`src/rtl/ttsd_pkg.sv`:
```
// Shared definitions for the temporary table statement detector.
// Parse phase codes, keyword text, queue sizing and the character helpers.
// No dependencies.
package ttsd_pkg;

    // Parse phases
    localparam logic [4:0] PH_LEAD      = 5'd0;
    localparam logic [4:0] PH_DASH      = 5'd1;
    localparam logic [4:0] PH_COMMENT   = 5'd2;
    localparam logic [4:0] PH_WS2       = 5'd3;
    localparam logic [4:0] PH_CREATE    = 5'd4;
    localparam logic [4:0] PH_WS_A      = 5'd5;
    localparam logic [4:0] PH_LOCAL     = 5'd6;
    localparam logic [4:0] PH_GLOBAL    = 5'd7;
    localparam logic [4:0] PH_WS_B      = 5'd8;
    localparam logic [4:0] PH_TEMP      = 5'd9;
    localparam logic [4:0] PH_WS_C      = 5'd10;
    localparam logic [4:0] PH_TABLE     = 5'd11;
    localparam logic [4:0] PH_NAME_WAIT = 5'd12;
    localparam logic [4:0] PH_NAME      = 5'd13;
    localparam logic [4:0] PH_DONE      = 5'd14;

    // Keyword text, first character in the top byte
    localparam logic [47:0] KW_CREATE    = "create";
    localparam logic [39:0] KW_LOCAL     = "local";
    localparam logic [47:0] KW_GLOBAL    = "global";
    localparam logic [71:0] KW_TEMPORARY = "temporary";
    localparam logic [39:0] KW_TABLE     = "table";

    localparam logic [3:0] TEMP_SHORT_LEN = 4'd4;

    // Character codes
    localparam logic [7:0] CH_SPACE = 8'h20;
    localparam logic [7:0] CH_TAB   = 8'h09;
    localparam logic [7:0] CH_LF    = 8'h0A;
    localparam logic [7:0] CH_DASH  = 8'h2D;
    localparam logic [7:0] CH_L     = 8'h6C;
    localparam logic [7:0] CH_G     = 8'h67;
    localparam logic [7:0] CH_T     = 8'h74;
    localparam logic [7:0] CH_O     = 8'h6F;

    // Result queue
    localparam int QDEPTH  = 4;
    localparam int QPTR_W  = $clog2(QDEPTH);
    localparam int QCNT_W  = $clog2(QDEPTH + 1);

    typedef struct packed {
        logic       last;
        logic [7:0] ch;
    } out_word_t;

    typedef struct packed {
        logic [4:0] phase;
        logic [3:0] pos;
    } kw_res_t;

    function automatic logic is_ws(input logic [7:0] c);
        return (c == CH_SPACE) || (c == CH_LF) || (c == CH_TAB);
    endfunction

    function automatic logic [7:0] fold(input logic [7:0] c);
        return (c >= 8'h41 && c <= 8'h5A) ? c + 8'd32 : c;
    endfunction

    function automatic logic [3:0] kw_len(input logic [4:0] ph);
        logic [3:0] n;
        unique case (ph)
            PH_CREATE: n = 4'd6;
            PH_LOCAL:  n = 4'd5;
            PH_GLOBAL: n = 4'd6;
            PH_TEMP:   n = 4'd9;
            PH_TABLE:  n = 4'd5;
            default:   n = 4'd0;
        endcase
        return n;
    endfunction

    function automatic logic [4:0] kw_next(input logic [4:0] ph);
        logic [4:0] n;
        unique case (ph)
            PH_CREATE: n = PH_WS_A;
            PH_LOCAL:  n = PH_WS_B;
            PH_GLOBAL: n = PH_WS_B;
            PH_TEMP:   n = PH_WS_C;
            PH_TABLE:  n = PH_NAME_WAIT;
            default:   n = PH_DONE;
        endcase
        return n;
    endfunction

    // Expected character at a position; zero beyond the word's end
    function automatic logic [7:0] kw_char(input logic [4:0] ph, input logic [3:0] pos);
        logic [7:0] c;
        c = 8'h00;
        if (pos < kw_len(ph)) begin
            unique case (ph)
                PH_CREATE: c = KW_CREATE[8 * (5 - int'(pos)) +: 8];
                PH_LOCAL:  c = KW_LOCAL[8 * (4 - int'(pos)) +: 8];
                PH_GLOBAL: c = KW_GLOBAL[8 * (5 - int'(pos)) +: 8];
                PH_TEMP:   c = KW_TEMPORARY[8 * (8 - int'(pos)) +: 8];
                PH_TABLE:  c = KW_TABLE[8 * (4 - int'(pos)) +: 8];
                default:   c = 8'h00;
            endcase
        end
        return c;
    endfunction

    // One step of keyword matching on a folded character
    function automatic kw_res_t kw_match(input logic [4:0] ph, input logic [3:0] pos,
                                         input logic [7:0] lc);
        kw_res_t r;
        logic [3:0] len;
        len = kw_len(ph);
        r.phase = ph;
        r.pos   = pos;
        if (len == 4'd0) begin
            r.phase = PH_DONE;
        end else if (ph == PH_TEMP && pos == TEMP_SHORT_LEN && lc != CH_O) begin
            // plain "temp": this character already follows the word
            r.pos = 4'd0;
            if (is_ws(lc)) begin
                r.phase = PH_WS_C;
            end else if (lc == CH_T) begin
                r.phase = PH_TABLE;
                r.pos   = 4'd1;
            end else begin
                r.phase = PH_DONE;
            end
        end else if (pos < len && lc == kw_char(ph, pos)) begin
            if (pos + 4'd1 >= len) begin
                r.phase = kw_next(ph);
                r.pos   = 4'd0;
            end else begin
                r.pos = pos + 4'd1;
            end
        end else begin
            r.phase = PH_DONE;
            r.pos   = 4'd0;
        end
        return r;
    endfunction

endpackage

```
`src/rtl/temp_table_statement_detector_unit.sv`:
```
// Top level of the temporary table statement detector.
// Parser state machine and result queue; depends on ttsd_pkg.
//
// Usage:
//   The slave channel takes one query character per word on s_tdata, with
//   s_tlast high on the final character of the query. The master channel
//   gives the characters of the table name of a "create [local|global]
//   temp[orary] table <name>" statement, one per word, m_tlast marking the
//   last character of the name. Queries of any other form give nothing.
//   Throughput: one character per cycle while s_tready is high. Each
//   accepted character is decided in the cycle it is accepted and its
//   results are registered into a four-word result queue, which offers them
//   in order (a name character is held back until its successor shows
//   whether it ends the name). A query ending inside a name can release two
//   words at once; s_tready drops only while the queue has room for fewer
//   than two words, so a stalled receiver backs up into the sender once
//   three or more words are queued.
//   Reset (aresetn low at a clock edge) returns the parser to the leading
//   whitespace phase and empties the queue. The parser also returns to that
//   phase after every character marked last.
module temp_table_statement_detector_unit (
    input  logic       aclk,
    input  logic       aresetn,
    input  logic       s_tvalid,
    output logic       s_tready,
    input  logic [7:0] s_tdata,   // [7:0] ch
    input  logic       s_tlast,
    output logic       m_tvalid,
    input  logic       m_tready,
    output logic [7:0] m_tdata,   // [7:0] name_char
    output logic       m_tlast
);

    logic [4:0] phase_reg, phase_next;
    logic [3:0] pos_reg, pos_next;
    logic [7:0] held_char_reg, held_char_next;
    logic       held_valid_reg, held_valid_next;

    ttsd_pkg::out_word_t mem_reg [ttsd_pkg::QDEPTH];
    logic [ttsd_pkg::QPTR_W-1:0] wr_ptr_reg, rd_ptr_reg;
    logic [ttsd_pkg::QCNT_W-1:0] count_reg, count_next;

    logic                in_acc, out_acc;
    logic [7:0]          lc;
    logic                ws;
    logic [1:0]          push_n;
    ttsd_pkg::out_word_t e0, e1;
    ttsd_pkg::kw_res_t   kw;

    assign in_acc = s_tvalid && s_tready;
    assign out_acc = m_tvalid && m_tready;
    assign lc = ttsd_pkg::fold(s_tdata);
    assign ws = ttsd_pkg::is_ws(s_tdata);

    // Decide one character: next parse state and up to two result words
    always_comb begin
        phase_next      = phase_reg;
        pos_next        = pos_reg;
        held_char_next  = held_char_reg;
        held_valid_next = held_valid_reg;
        push_n          = 2'd0;
        e0              = '{last: 1'b0, ch: held_char_reg};
        e1              = '{last: 1'b1, ch: s_tdata};
        kw              = '{phase: phase_reg, pos: pos_reg};
        unique case (phase_reg)
            ttsd_pkg::PH_LEAD: begin
                if (!ws) begin
                    if (s_tdata == ttsd_pkg::CH_DASH) begin
                        phase_next = ttsd_pkg::PH_DASH;
                    end else begin
                        kw         = ttsd_pkg::kw_match(ttsd_pkg::PH_CREATE, 4'd0, lc);
                        phase_next = kw.phase;
                        pos_next   = kw.pos;
                    end
                end
            end
            ttsd_pkg::PH_DASH: begin
                phase_next = (s_tdata == ttsd_pkg::CH_DASH) ? ttsd_pkg::PH_COMMENT
                                                            : ttsd_pkg::PH_DONE;
            end
            ttsd_pkg::PH_COMMENT: begin
                if (s_tdata == ttsd_pkg::CH_LF) begin
                    phase_next = ttsd_pkg::PH_WS2;
                end
            end
            ttsd_pkg::PH_WS2: begin
                if (!ws) begin
                    kw         = ttsd_pkg::kw_match(ttsd_pkg::PH_CREATE, 4'd0, lc);
                    phase_next = kw.phase;
                    pos_next   = kw.pos;
                end
            end
            ttsd_pkg::PH_WS_A: begin
                if (!ws) begin
                    if (lc == ttsd_pkg::CH_L) begin
                        kw = ttsd_pkg::kw_match(ttsd_pkg::PH_LOCAL, 4'd0, lc);
                    end else if (lc == ttsd_pkg::CH_G) begin
                        kw = ttsd_pkg::kw_match(ttsd_pkg::PH_GLOBAL, 4'd0, lc);
                    end else if (lc == ttsd_pkg::CH_T) begin
                        kw = ttsd_pkg::kw_match(ttsd_pkg::PH_TEMP, 4'd0, lc);
                    end else begin
                        kw.phase = ttsd_pkg::PH_DONE;
                    end
                    phase_next = kw.phase;
                    pos_next   = kw.pos;
                end
            end
            ttsd_pkg::PH_WS_B, ttsd_pkg::PH_WS_C: begin
                if (!ws) begin
                    if (lc == ttsd_pkg::CH_T) begin
                        kw = ttsd_pkg::kw_match(
                            (phase_reg == ttsd_pkg::PH_WS_B) ? ttsd_pkg::PH_TEMP
                                                             : ttsd_pkg::PH_TABLE,
                            4'd0, lc);
                        phase_next = kw.phase;
                        pos_next   = kw.pos;
                    end else begin
                        phase_next = ttsd_pkg::PH_DONE;
                    end
                end
            end
            ttsd_pkg::PH_CREATE, ttsd_pkg::PH_LOCAL, ttsd_pkg::PH_GLOBAL,
            ttsd_pkg::PH_TEMP, ttsd_pkg::PH_TABLE: begin
                kw         = ttsd_pkg::kw_match(phase_reg, pos_reg, lc);
                phase_next = kw.phase;
                pos_next   = kw.pos;
            end
            ttsd_pkg::PH_NAME_WAIT: begin
                if (!ws) begin
                    if (s_tlast) begin
                        push_n = 2'd1;
                        e0     = '{last: 1'b1, ch: s_tdata};
                    end else begin
                        held_char_next  = s_tdata;
                        held_valid_next = 1'b1;
                    end
                    phase_next = ttsd_pkg::PH_NAME;
                end
            end
            ttsd_pkg::PH_NAME: begin
                if (ws) begin
                    // whitespace ends the name: release the held word as last
                    if (held_valid_reg) begin
                        push_n = 2'd1;
                        e0     = '{last: 1'b1, ch: held_char_reg};
                    end
                    held_valid_next = 1'b0;
                    phase_next      = ttsd_pkg::PH_DONE;
                end else begin
                    if (held_valid_reg && s_tlast) begin
                        push_n = 2'd2;
                    end else if (held_valid_reg) begin
                        push_n = 2'd1;
                    end else if (s_tlast) begin
                        push_n = 2'd1;
                        e0     = '{last: 1'b1, ch: s_tdata};
                    end
                    if (s_tlast) begin
                        held_valid_next = 1'b0;
                    end else begin
                        held_char_next  = s_tdata;
                        held_valid_next = 1'b1;
                    end
                end
            end
            default: begin
                phase_next = ttsd_pkg::PH_DONE;
            end
        endcase
        // end of query: back to the reset state
        if (s_tlast) begin
            phase_next      = ttsd_pkg::PH_LEAD;
            pos_next        = 4'd0;
            held_char_next  = 8'h00;
            held_valid_next = 1'b0;
        end
        if (!in_acc) begin
            push_n = 2'd0;
        end
    end

    // Advance the parser on each accepted word
    always_ff @(posedge aclk) begin
        if (!aresetn) begin
            phase_reg      <= ttsd_pkg::PH_LEAD;
            pos_reg        <= 4'd0;
            held_char_reg  <= 8'h00;
            held_valid_reg <= 1'b0;
        end else if (in_acc) begin
            phase_reg      <= phase_next;
            pos_reg        <= pos_next;
            held_char_reg  <= held_char_next;
            held_valid_reg <= held_valid_next;
        end
    end

    // Result queue: push up to two words, pop one
    assign count_next = count_reg + ttsd_pkg::QCNT_W'(push_n)
                      - ttsd_pkg::QCNT_W'(out_acc);

    always_ff @(posedge aclk) begin
        if (!aresetn) begin
            wr_ptr_reg <= '0;
            rd_ptr_reg <= '0;
            count_reg  <= '0;
        end else begin
            wr_ptr_reg <= wr_ptr_reg + ttsd_pkg::QPTR_W'(push_n);
            rd_ptr_reg <= rd_ptr_reg + ttsd_pkg::QPTR_W'(out_acc);
            count_reg  <= count_next;
        end
    end

    always_ff @(posedge aclk) begin
        if (push_n != 2'd0) begin
            mem_reg[wr_ptr_reg] <= e0;
        end
        if (push_n == 2'd2) begin
            mem_reg[wr_ptr_reg + ttsd_pkg::QPTR_W'(1)] <= e1;
        end
    end

    // Hold off the sender unless two free slots remain
    assign s_tready = (count_reg <= ttsd_pkg::QCNT_W'(ttsd_pkg::QDEPTH - 2));
    assign m_tvalid = (count_reg != '0);
    assign m_tdata  = mem_reg[rd_ptr_reg].ch;
    assign m_tlast  = mem_reg[rd_ptr_reg].last;

    // Checks
    a_count_bound: assert property (@(posedge aclk) disable iff (!aresetn)
        count_reg <= ttsd_pkg::QCNT_W'(ttsd_pkg::QDEPTH))
        else $error("result queue overflow");

    a_query_reset: assert property (@(posedge aclk) disable iff (!aresetn)
        (in_acc && s_tlast) |=> (phase_reg == ttsd_pkg::PH_LEAD && !held_valid_reg))
        else $error("parser not back to leading phase after query end");

    a_held_in_name: assert property (@(posedge aclk) disable iff (!aresetn)
        held_valid_reg |-> (phase_reg == ttsd_pkg::PH_NAME))
        else $error("held character outside name phase");

    a_stall_keeps: assert property (@(posedge aclk) disable iff (!aresetn)
        (m_tvalid && !m_tready) |=> (count_reg >= $past(count_reg)))
        else $error("result word lost while stalled");

endmodule
```
`config.mk`:
```
export PLATFORM = sky130hd
export DESIGN_NAME = temp_table_statement_detector_unit
export DESIGN_NICKNAME = d
export VERILOG_FILES = /design/src/rtl/ttsd_pkg.sv /design/src/rtl/temp_table_statement_detector_unit.sv
export SDC_FILE = /design/constraint.sdc
export NUM_CORES = 1
export LEC_CHECK = 0
export ABC_AREA = 1
export BUFFER_PORTS_ARGS = -buffer_cell sky130_fd_sc_hd__buf_2
export CORE_MARGIN = 2
export CORE_UTILIZATION = 62
export CTS_CLUSTER_SIZE = 25
export DETAILED_ROUTE_END_ITERATION = 7
export GPL_TIMING_DRIVEN = 0
export PLACE_DENSITY = 0.82
export SYNTH_ARGS = -nofsm -noshare
export SYNTH_HDL_FRONTEND = slang
export SYNTH_SLANG_ARGS = --single-unit
```
`constraint.sdc`:
```
create_clock -name aclk -period 4.08 [get_ports aclk]
set_input_delay 0.816 -clock aclk [delete_from_list [all_inputs] [get_ports aclk]]
set_output_delay 0.816 -clock aclk [all_outputs]
set_load 0.005 [all_outputs]
```
Word-level counts from Yosys, hierarchy flattened --
Memory sizes are Yosys's and may differ from the RTL's. A register that Yosys moved wholly into a read port is not among the register bits. Index checks and enable logic that the tools add are counted.
Storage, ports and cells: RAM bits 36, memories kept 1, output and inout bits 11, bits in registers 25, bits of input ports 13
Cells by class: mux-type cells 185, add/subtract/negate cells 10, $lt $le $gt $ge 24, shift-type cells 5, reduce and logical (&&, ||, !) cells 44, equal/unequal tests 51
Memories:
- mem_reg | depth 4, width 9, rd ports 1, clocked after memory_dff 1, write ports 2, RTL line temp_table_statement_detector_unit.sv:39 | ttsd_pkg::out_word_t mem_reg [ttsd_pkg::QDEPTH];
Operators by type and width (count):
- 4-bit 2-to-1 mux | 69
- 8-bit 2-to-1 mux | 34
- 9-bit 2-to-1 mux | 16
- 5-bit 2-to-1 mux | 21
- 48-bit by 8-bit variable part select with 8-bit output, first input constant | 2
- 40-bit by 8-bit variable part select with 8-bit output, first input constant | 2
- 72-bit by 8-bit variable part select with 8-bit output, first input constant | 1
- 8-bit == test | 7
- 1-bit by 4-bit < comparator with 1-bit output, first input constant | 12
- 5-bit case mux with 9 select lines | 1
- 7-bit 2-to-1 mux | 6
- 8-bit case mux with 5 select lines | 1
- 8-bit by 4-bit == test with 1-bit output, second input constant | 4
- 4-bit case mux with 4 select lines | 2
- 5-bit by 4-bit == test with 1-bit output, second input constant | 6
- 3-bit != test, second input constant | 10
- 4-bit zero test | 7
- 7-bit case mux with 4 select lines | 1
- 8-bit by 6-bit == test with 1-bit output, second input constant | 3
- 8-bit by 7-bit == test with 1-bit output, second input constant | 3
- 1-bit by 4-bit >= comparator with 1-bit output, first input constant | 6
- 4-bit case mux with 3 select lines | 2
- 5-bit by 3-bit == test with 1-bit output, second input constant | 4
- 1-bit 2-to-1 mux | 20
- other kinds (40) | 79

Depth between registers and ports, before layout --
Gate-level depths: netlist of the first run.
depth in word-level cells 34, gate-level depth with buffers 23

Worst setup path after synthesis of the first run --
OpenSTA, ideal clock, no wires.
kind input to register, from in s_tdata[4], to reg count_reg[2] in the netlist's numbering, stages 18, library setup time 131 ps, arrival time 2904 ps, path slack 1045 ps, cells stage by stage buf_2 -> nor4_1 -> nand2_1 -> nand2_2 -> inv_2 -> nand3_2 -> nand2_1 -> inv_1 -> o21ai_2 -> nand2_2 -> ha_1 -> inv_1 -> ha_1 -> inv_1 -> fa_1 -> xor2_1 -> inv_1 -> nor2_1
On the way: longest elaborated chain between the ends 8
Ends and longest elaborated chain:
- start, declared | RTL line temp_table_statement_detector_unit.sv:26 | input logic [7:0] s_tdata,
- 8-bit by 6-bit == test with 1-bit output / 8-bit by 4-bit == test with 1-bit output (equally long branches) | RTL line ttsd_pkg.sv:58 | return (c == CH_SPACE) || (c == CH_LF) || (c == CH_TAB);
- 1-bit logical OR | RTL line ttsd_pkg.sv:58
- 1-bit logical OR * | RTL line ttsd_pkg.sv:58
- 2-bit 2-to-1 mux / 1-bit 2-to-1 mux (equally long branches) | RTL line temp_table_statement_detector_unit.sv:141, temp_table_statement_detector_unit.sv:129
- 2-bit case mux with 2 select lines * | RTL line temp_table_statement_detector_unit.sv:65 | unique case (phase_reg)
- 2-bit 2-to-1 mux * | RTL line temp_table_statement_detector_unit.sv:177 | if (!in_acc) begin
- 3-bit by 2-bit adder with 3-bit output * | RTL line temp_table_statement_detector_unit.sv:198 | assign count_next = count_reg + ttsd_pkg::QCNT_W'(push_n)
- 3-bit by 1-bit subtractor with 3-bit output * | RTL line temp_table_statement_detector_unit.sv:199 | - ttsd_pkg::QCNT_W'(out_acc);
- end signal, assigned | RTL line temp_table_statement_detector_unit.sv:209 | count_reg <= count_next;
- end, declared | RTL line temp_table_statement_detector_unit.sv:41 | logic [ttsd_pkg::QCNT_W-1:0] count_reg, count_next;
Every way passes the cells marked *; elsewhere a longest branch is shown, timed or not. A chain may end at the register's enable or synchronous reset.

Worst setup path in the final report of the first run --
from reg pos_reg[1], to reg phase_reg[2]
On the way: longest elaborated chain between the ends 14
Ends and longest elaborated chain:
- start, declared | RTL line temp_table_statement_detector_unit.sv:35 | logic [3:0] pos_reg, pos_next;
- start signal, assigned | RTL line temp_table_statement_detector_unit.sv:191 | pos_reg <= pos_next;
- 4-bit by 4-bit subtractor with 5-bit output (tied with other cells) | RTL line ttsd_pkg.sv:100 | PH_TEMP: c = KW_TEMPORARY[8 * (8 - int'(pos)) +: 8];
- 72-bit by 8-bit variable part select with 8-bit output (tied with other cells) | RTL line ttsd_pkg.sv:100
- 8-bit case mux with 5 select lines | RTL line ttsd_pkg.sv:96 | unique case (ph)
- 8-bit 2-to-1 mux | RTL line ttsd_pkg.sv:95 | if (pos < kw_len(ph)) begin
- 8-bit 2-to-1 mux | RTL line ttsd_pkg.sv:118 | end else if (ph == PH_TEMP && pos == TEMP_SHORT_LEN && lc != CH_O) begin
- 8-bit 2-to-1 mux | RTL line ttsd_pkg.sv:116 | if (len == 4'd0) begin
- 8-bit 2-to-1 mux | RTL line temp_table_statement_detector_unit.sv:65
- 8-bit == test | RTL line ttsd_pkg.sv:129 | end else if (pos < len && lc == kw_char(ph, pos)) begin
- 1-bit logical AND | RTL line ttsd_pkg.sv:129
- 9-bit 2-to-1 mux | RTL line ttsd_pkg.sv:129
- 9-bit 2-to-1 mux | RTL line ttsd_pkg.sv:118
- 5-bit 2-to-1 mux | RTL line ttsd_pkg.sv:116
- 5-bit case mux with 9 select lines | RTL line temp_table_statement_detector_unit.sv:65
- 5-bit 2-to-1 mux | RTL line temp_table_statement_detector_unit.sv:171 | if (s_tlast) begin
- end signal, assigned | RTL line temp_table_statement_detector_unit.sv:185 | phase_reg <= ttsd_pkg::PH_LEAD;
- end signal, assigned | RTL line temp_table_statement_detector_unit.sv:190 | phase_reg <= phase_next;
- end, declared | RTL line temp_table_statement_detector_unit.sv:34 | logic [4:0] phase_reg, phase_next;
Several ways; a longest one is shown, not always the timed one. The select of a mux whose other input is x is not followed.

==> results of run 1 <==
per-stage QoR:
stage               power [uW]  setup WS [ns]  hold WS (ns)  cells  instance area (sq um)
floorplan                 1180           1.04         0.430    707                   4870
global placement          1360          0.629         0.444    830                   5110
detailed placement        1380          0.569         0.449    830                   5110
CTS                       1910          0.833         0.461    846                   5300
global route              2040          0.477         0.478    846                   5300
finish                    1910          0.793         0.460    846                   5300
kinds of logic after synthesis:
logic type | after synthesis
flops | 60
buf+inv | 124
compound gates | 143
fa+ha+maj | 23
simple gates | 349
xor+xnor | 8
routing by layer:
layer	vias up	GRT usage	share of wire
met5	-	0	0
met4	0	0.0797	0.018
met3	20	0.0553	0.081
met1	2199	0.444	0.45
li1	2425	-	-
met2	212	0.484	0.45
worst max-delay path: stages, from the launching register on:
cell      delay (ns)
dfxtp_1         0.57
inv_1           0.20
ha_1            0.33
buf_2           0.20
nor2_1          0.28
inv_1           0.09
a21oi_1         0.22
nand3b_1        0.13
nand3_1         0.10
nand2_1         0.08
nand3_1         0.08
nand3_1         0.12
nor2_4          0.15
nand4_2         0.16
nand2_2         0.18
nor2_1          0.09
nand2_1         0.12
a21oi_2         0.05
cell usage after synthesis, types with 7 or more instances:
master	n
nor2_1	80
inv_1	89
dfxtp_1	28
edfxtp_1	32
a21oi_1	32
o21ai_0	44
nand4_1	7
nand2_2	12
o22ai_1	33
a211oi_1	10
nand3_1	42
ha_1	22
nand2_1	168
inv_2	14
clkbuf_1	9
nor3_1	8
nor2_4	9
worst max path at each step:
stage	slack, ns	from	cells past startpoint	to
after floorplan	1.04	s_tdata[4]	18	count_reg[2]
after global placement	0.63	s_tdata[1]	19	count_reg[2]
after detailed placement	0.57	s_tdata[1]	19	count_reg[2]
after CTS	0.83	pos_reg[1]	17	phase_reg[3]
final	0.79	pos_reg[1]	17	phase_reg[2]
after global routing	0.48	pos_reg[1]	17	phase_reg[3]
final cells by class:
type	instances	area (sq um)
multi-input cells	523	2830
fillers	698	2390
flip-flops and latches	60	1520
inverters	104	390
plain buffers	20	130
clock buffers	10	128
well taps	102	128
repair buffers	21	105
clock inverters	6	63.8
power groups by stage:
| stage | registers [uW] | clock network, uW | logic (uW) |
|---|---|---|---|
| after floorplan | 707 | 0 | 471 |
| after global placement | 714 | 0 | 645 |
| after detailed placement | 716 | 0 | 662 |
| after CTS | 702 | 541 | 666 |
| after global routing | 707 | 569 | 765 |
| final | 703 | 539 | 671 |
==> metrics.csv, run 1 <==
metric,value,unit
startpoint class of the critical path,register,
mux cell area share after synthesis,0,
Synth Area in Simple Gates,0.327,
"Period Utilization, post-route",0.806,
hold endpoint,held_char_reg[5],
CTS Buffer Depth,2,
internal power,1190,uW
register-to-register setup slack,0.79,ns
Chip Width,92.7,um
"commonest non-fill, non-tap cell in the layout",nand2_1,
hold violation count in the final report,0,
leading area contributor after synthesis,edfxtp_1,
"EDFF count, synth",32,
Worst setup EP type,register,
XOR/XNOR Fraction of Synth Area,0.0144,
IO Count,24,
reg-to-reg endpoint,phase_reg[2],
HPWL after DPL,9740,um
Post-synth top flop,edfxtp_1,
clk_skew,0.00759,ns
post-CTS sizing,0,
drt pass-1 iters,5,
P per Cell Area,361,nW/um^2
initial antenna violation count,0,
post-synth net total,743,
ranking of synthesized cells by area,"edfxtp_1 (20%), nand2_1 (13%), dfxtp_1 (12%), inv_1 (6.9%), nor2_1 (6.2%)",
Core Box Area,7690,sq um
post-route antenna net violation count,0,
Slew HR,0.540,
CTS Sinks,60,
worst vdd ir,328,uV
vias per cell,5.74,
nets,775,
Switching Fraction,0.377,
Synth cell types,48,
WP data required,4.28,ns
ANT cells,0,
Mapped Area,4870,sq um
CP arrival,3.49,ns
fmax,0.304,GHz
Clock transition at path regs,0.07,ns
adder-cell share of the synthesized area,0.0606,
status,"complete, no violations",
Comb power frac,0.351,
routability cong.,0.936,
Post-synth ARST share,0,
Vias,4856,
port bufs,21,
sequential area share after synthesis,0.312,
setup repair bufs after CTS,0,
Syn-to-layout area delta,8.70,%
measured slew at the worst slew-check pin,0.689,ns
Core Rows,32,
die area,8590,sq um
"Clk Latency, worst-skew pair",0.34,ns
"Core Util, Final",0.689,
share of cells above drive strength 1,0.144,
worst r2r src,pos_reg[1],
first-pass GRT wire length,21100,um
Die Ht,92.7,um
CTS tree,built,
GRT Residual Overflow,0,
Setup CP Type,register to register,
Hold Crit Class,register to register,
post-synth top area share,0.197,
wire length per cell,15.0,um
Iter 0 DRT Violations,345,
hold_buf cts,0,
RSZ-0062 raised after global routing,no,
DRC Markers,0,
Max Slew Vio Count,0,
"Avg Cell Area, Syn",6.89,sq um
HP Start,held_char_reg[5],
vias in the first global route,4396,
clock period minus worst slack,3.29,ns
clock group share of total power,0.282,
Ys Warns,0,
cell count after synthesis,707,
flip-flop count of the largest register after layout,36,
DRT Wirelength,12700,um
Initial Util,0.634,
worst-path maximum fanout,11,
Compound-Gate Fraction of Synth Area,0.179,
largest family of logic cells by synthesized area,simple AND/OR/NAND/NOR gates,
Worst Reg2Reg Path Length in Cells,17,
CTS Buf Count,9,
final setup TNS,0,ns
max cap viols,0,
Seq cells post-synth,60,
all-layer global routing usage,0.309,
most frequent cells in the layout,"nand2_1 (168), inv_1 (89), nor2_1 (80), o21ai_0 (44), nand3_1 (42)",
Flop pwr share,0.367,
pin count of the biggest net entering global routing,13,
Final setup viols,0,
Clock Tree Root,clkbuf_8,
Switching Power,721,uW
Leak Pwr,0.00237,uW
hold depth,2,
H-tree depth,3,
No activity file was read; power rests on OpenSTA's default activity.
==> run 2, diff against run 1 <==
==> constraint.sdc (replaced) <==
create_clock -name aclk -period 3.4 [get_ports aclk]
set_input_delay 0.68 -clock aclk [delete_from_list [all_inputs] [get_ports aclk]]
set_output_delay 0.68 -clock aclk [all_outputs]
set_load 0.005 [all_outputs]
==> metrics.csv, run 2 (synthesis results as in run 1) <==
metric,value,unit,change
"Period Utilization, post-route",0.927,,+0.122
CP most frequent cell,nand3_1,,
worst path bufs/invs,4,,+1
Core Rows,32,,unchanged
ANT cells,0,,unchanged
Setup CP Type,register to register,,
Max Slew Vio Count,0,,unchanged
reg-to-reg endpoint,phase_reg[1],,
fmax,0.317,GHz,+4.3%
RSZ-0062 raised after global routing,no,,
DRC Markers,0,,unchanged
measured slew at the worst slew-check pin,0.661,ns,-0.0281 ns
Hold Crit Class,register to register,,
worst-path maximum fanout,11,,unchanged
design area,5300,sq um,+0.12%
status,"complete, no violations",,
hold violation count in the final report,0,,unchanged
die area,8590,sq um,unchanged
Critical Path Stages,18,,+1
share of cells above drive strength 1,0.148,,+0.00403
worst r2r src,pos_reg[0],,
worst vdd ir,393,uV,+20%
Iter 0 DRT Violations,385,,+12%
Core Box Area,7690,sq um,unchanged
pin count of the biggest net entering global routing,13,,unchanged
wire length per cell,15.0,um,+0.43%
P per Cell Area,434,nW/um^2,+20%
Chip Width,92.7,um,unchanged
CTS Buffer Depth,2,,unchanged
port bufs,21,,unchanged
total power,2300,uW,+20%
register-to-register setup slack,0.25,ns,-0.55 ns
"commonest non-fill, non-tap cell in the layout",nand2_1,,
flip-flop count of the largest register after layout,36,,unchanged
CTS tree,built,,
Worst Reg2Reg Path Length in Cells,18,,+1
Worst path max stage delay,0.41,ns,-0.16 ns
IO Count,24,,unchanged
CTS Sinks,60,,unchanged
"CP delay by family, top",simple AND/OR/NAND/NOR gates,,
most frequent cells in the layout,"nand2_1 (167), inv_1 (89), nor2_1 (79), o21ai_0 (44), nand3_1 (42)",,
Register Area,1520,sq um,about the same
Clock Tree Root,clkbuf_8,,
HPWL after DPL,9740,um,unchanged
nets,775,,unchanged
startpoint class of the critical path,register,,
Worst setup EP type,register,,
drt pass-1 iters,5,,unchanged
initial antenna violation count,0,,unchanged
Placed Area,5110,sq um,unchanged
"Core Util, Final",0.690,,+0.000813
crit path cell chain,"inv_1, buf_2, ha_1, buf_2, nor2_2, inv_1, a21oi_1, nand3b_1, nand3_1, nand2_1, nand3_1, nand3_1, nor2_4, nand4_2, nand2_2, nor2_1, nand2_1, a21oi_2",,
max cap viols,0,,unchanged
Clock transition at path regs,0.07,ns,about the same
GRT Residual Overflow,0,,unchanged
vias per cell,5.78,,+0.70%
hold_buf cts,0,,unchanged
Crit-path slowest cell,dfxtp_1,,
DRT Wirelength,12700,um,+0.43%
area of the multi-input gates,2840,sq um,+0.18%
Leak Pwr,0.00237,uW,+0.11%
Final setup viols,0,,unchanged
clock period minus worst slack,3.15,ns,-0.135 ns
all-layer global routing usage,0.309,,unchanged
"Clk Latency, worst-skew pair",0.34,ns,about the same
# fillers,696,,-0.29%
Worst Setup SP,pos_reg[0],,
H-tree depth,3,,unchanged
routability cong.,0.936,,unchanged
final setup TNS,0,ns,unchanged
WP data required,3.60,ns,-0.68 ns
Slew HR,0.559,,+0.0187
CP arrival,3.36,ns,-0.13 ns
vias in the first global route,4396,,unchanged
clk_skew,0.00750,ns,-0.0000953 ns
critical path endpoint,phase_reg[1],,
CTS Buf Count,9,,unchanged
post-route antenna net violation count,0,,unchanged
Syn-to-layout area delta,8.83,%,
Initial Util,0.634,,unchanged
first-pass GRT wire length,21100,um,unchanged
Hold WS,0.460,ns,-0.000394 ns
Vias,4890,,+0.70%
Die Ht,92.7,um,unchanged
==> run 2: cell types whose count changed in the layout (fill, tap and decap cells not counted) <==
cell     previous run  this run
nand2_1           168       167
nor2_1             80        79
nor2_2              6         7
dfxtp_2             0         1
dfxtp_1            28        27
nand2_2            12        13
==> run 2: cell type report <==
type	count	share of cell area
Sequential cell	60	0.287
Inverter	104	0.0736
Clock buffer	10	0.0241
Clock inverter	6	0.0120
Multi-Input combinational cell	523	0.535
Tap cell	102	0.0241
Buffer	20	0.0245
Timing Repair Buffer	21	0.0198
==> run 2: power breakdown <==
group	switching (uW)	internal (uW)
sequential	39.4	804
clock	309	339
combinational	520	288
total	868	1430
==> run 2: routing by layer <==
layer | global-route usage | wire length [um] | up-vias
met5 | 0 | 0 | -
met4 | 0.0797 | 206 | 0
met3 | 0.0553 | 1090 | 23
met2 | 0.484 | 5750 | 236
met1 | 0.444 | 5660 | 2210
li1 | - | - | 2421
==> run 2: what timing repair did <==
action,in CTS,in global routing
setup endpoints to repair,0,6
setup buffers,0,0
gates resized for setup,0,3
==> run 2: through the flow <==
step / setup WS, ns / std cells
2_1_floorplan: 0.501 / 707
3_3_place_gp: 0.0848 / 830
3_5_place_dp: 0.0249 / 830
4_1_cts: 0.153 / 846
5_1_grt: 0.0198 / 846
6_report: 0.248 / 846
==> run 2: worst min-delay path by stage <==
stage	startpoint	endpoint	slack, ns	cells past startpoint
finish	held_char_reg[5]	held_char_reg[5]	0.46	2
global route	held_char_reg[1]	held_char_reg[1]	0.48	2
CTS	held_char_reg[5]	held_char_reg[5]	0.46	2
detailed placement	mem_reg[3][8]	mem_reg[3][8]	0.45	2
global placement	mem_reg[3][8]	mem_reg[3][8]	0.44	2
floorplan	mem_reg[3][8]	mem_reg[3][8]	0.43	2
==> run 2: worst min-delay path, cell delays in order (launching register included) <==
cell      delay, ns
dfxtp_1        0.30
inv_1          0.06
a211oi_1       0.06
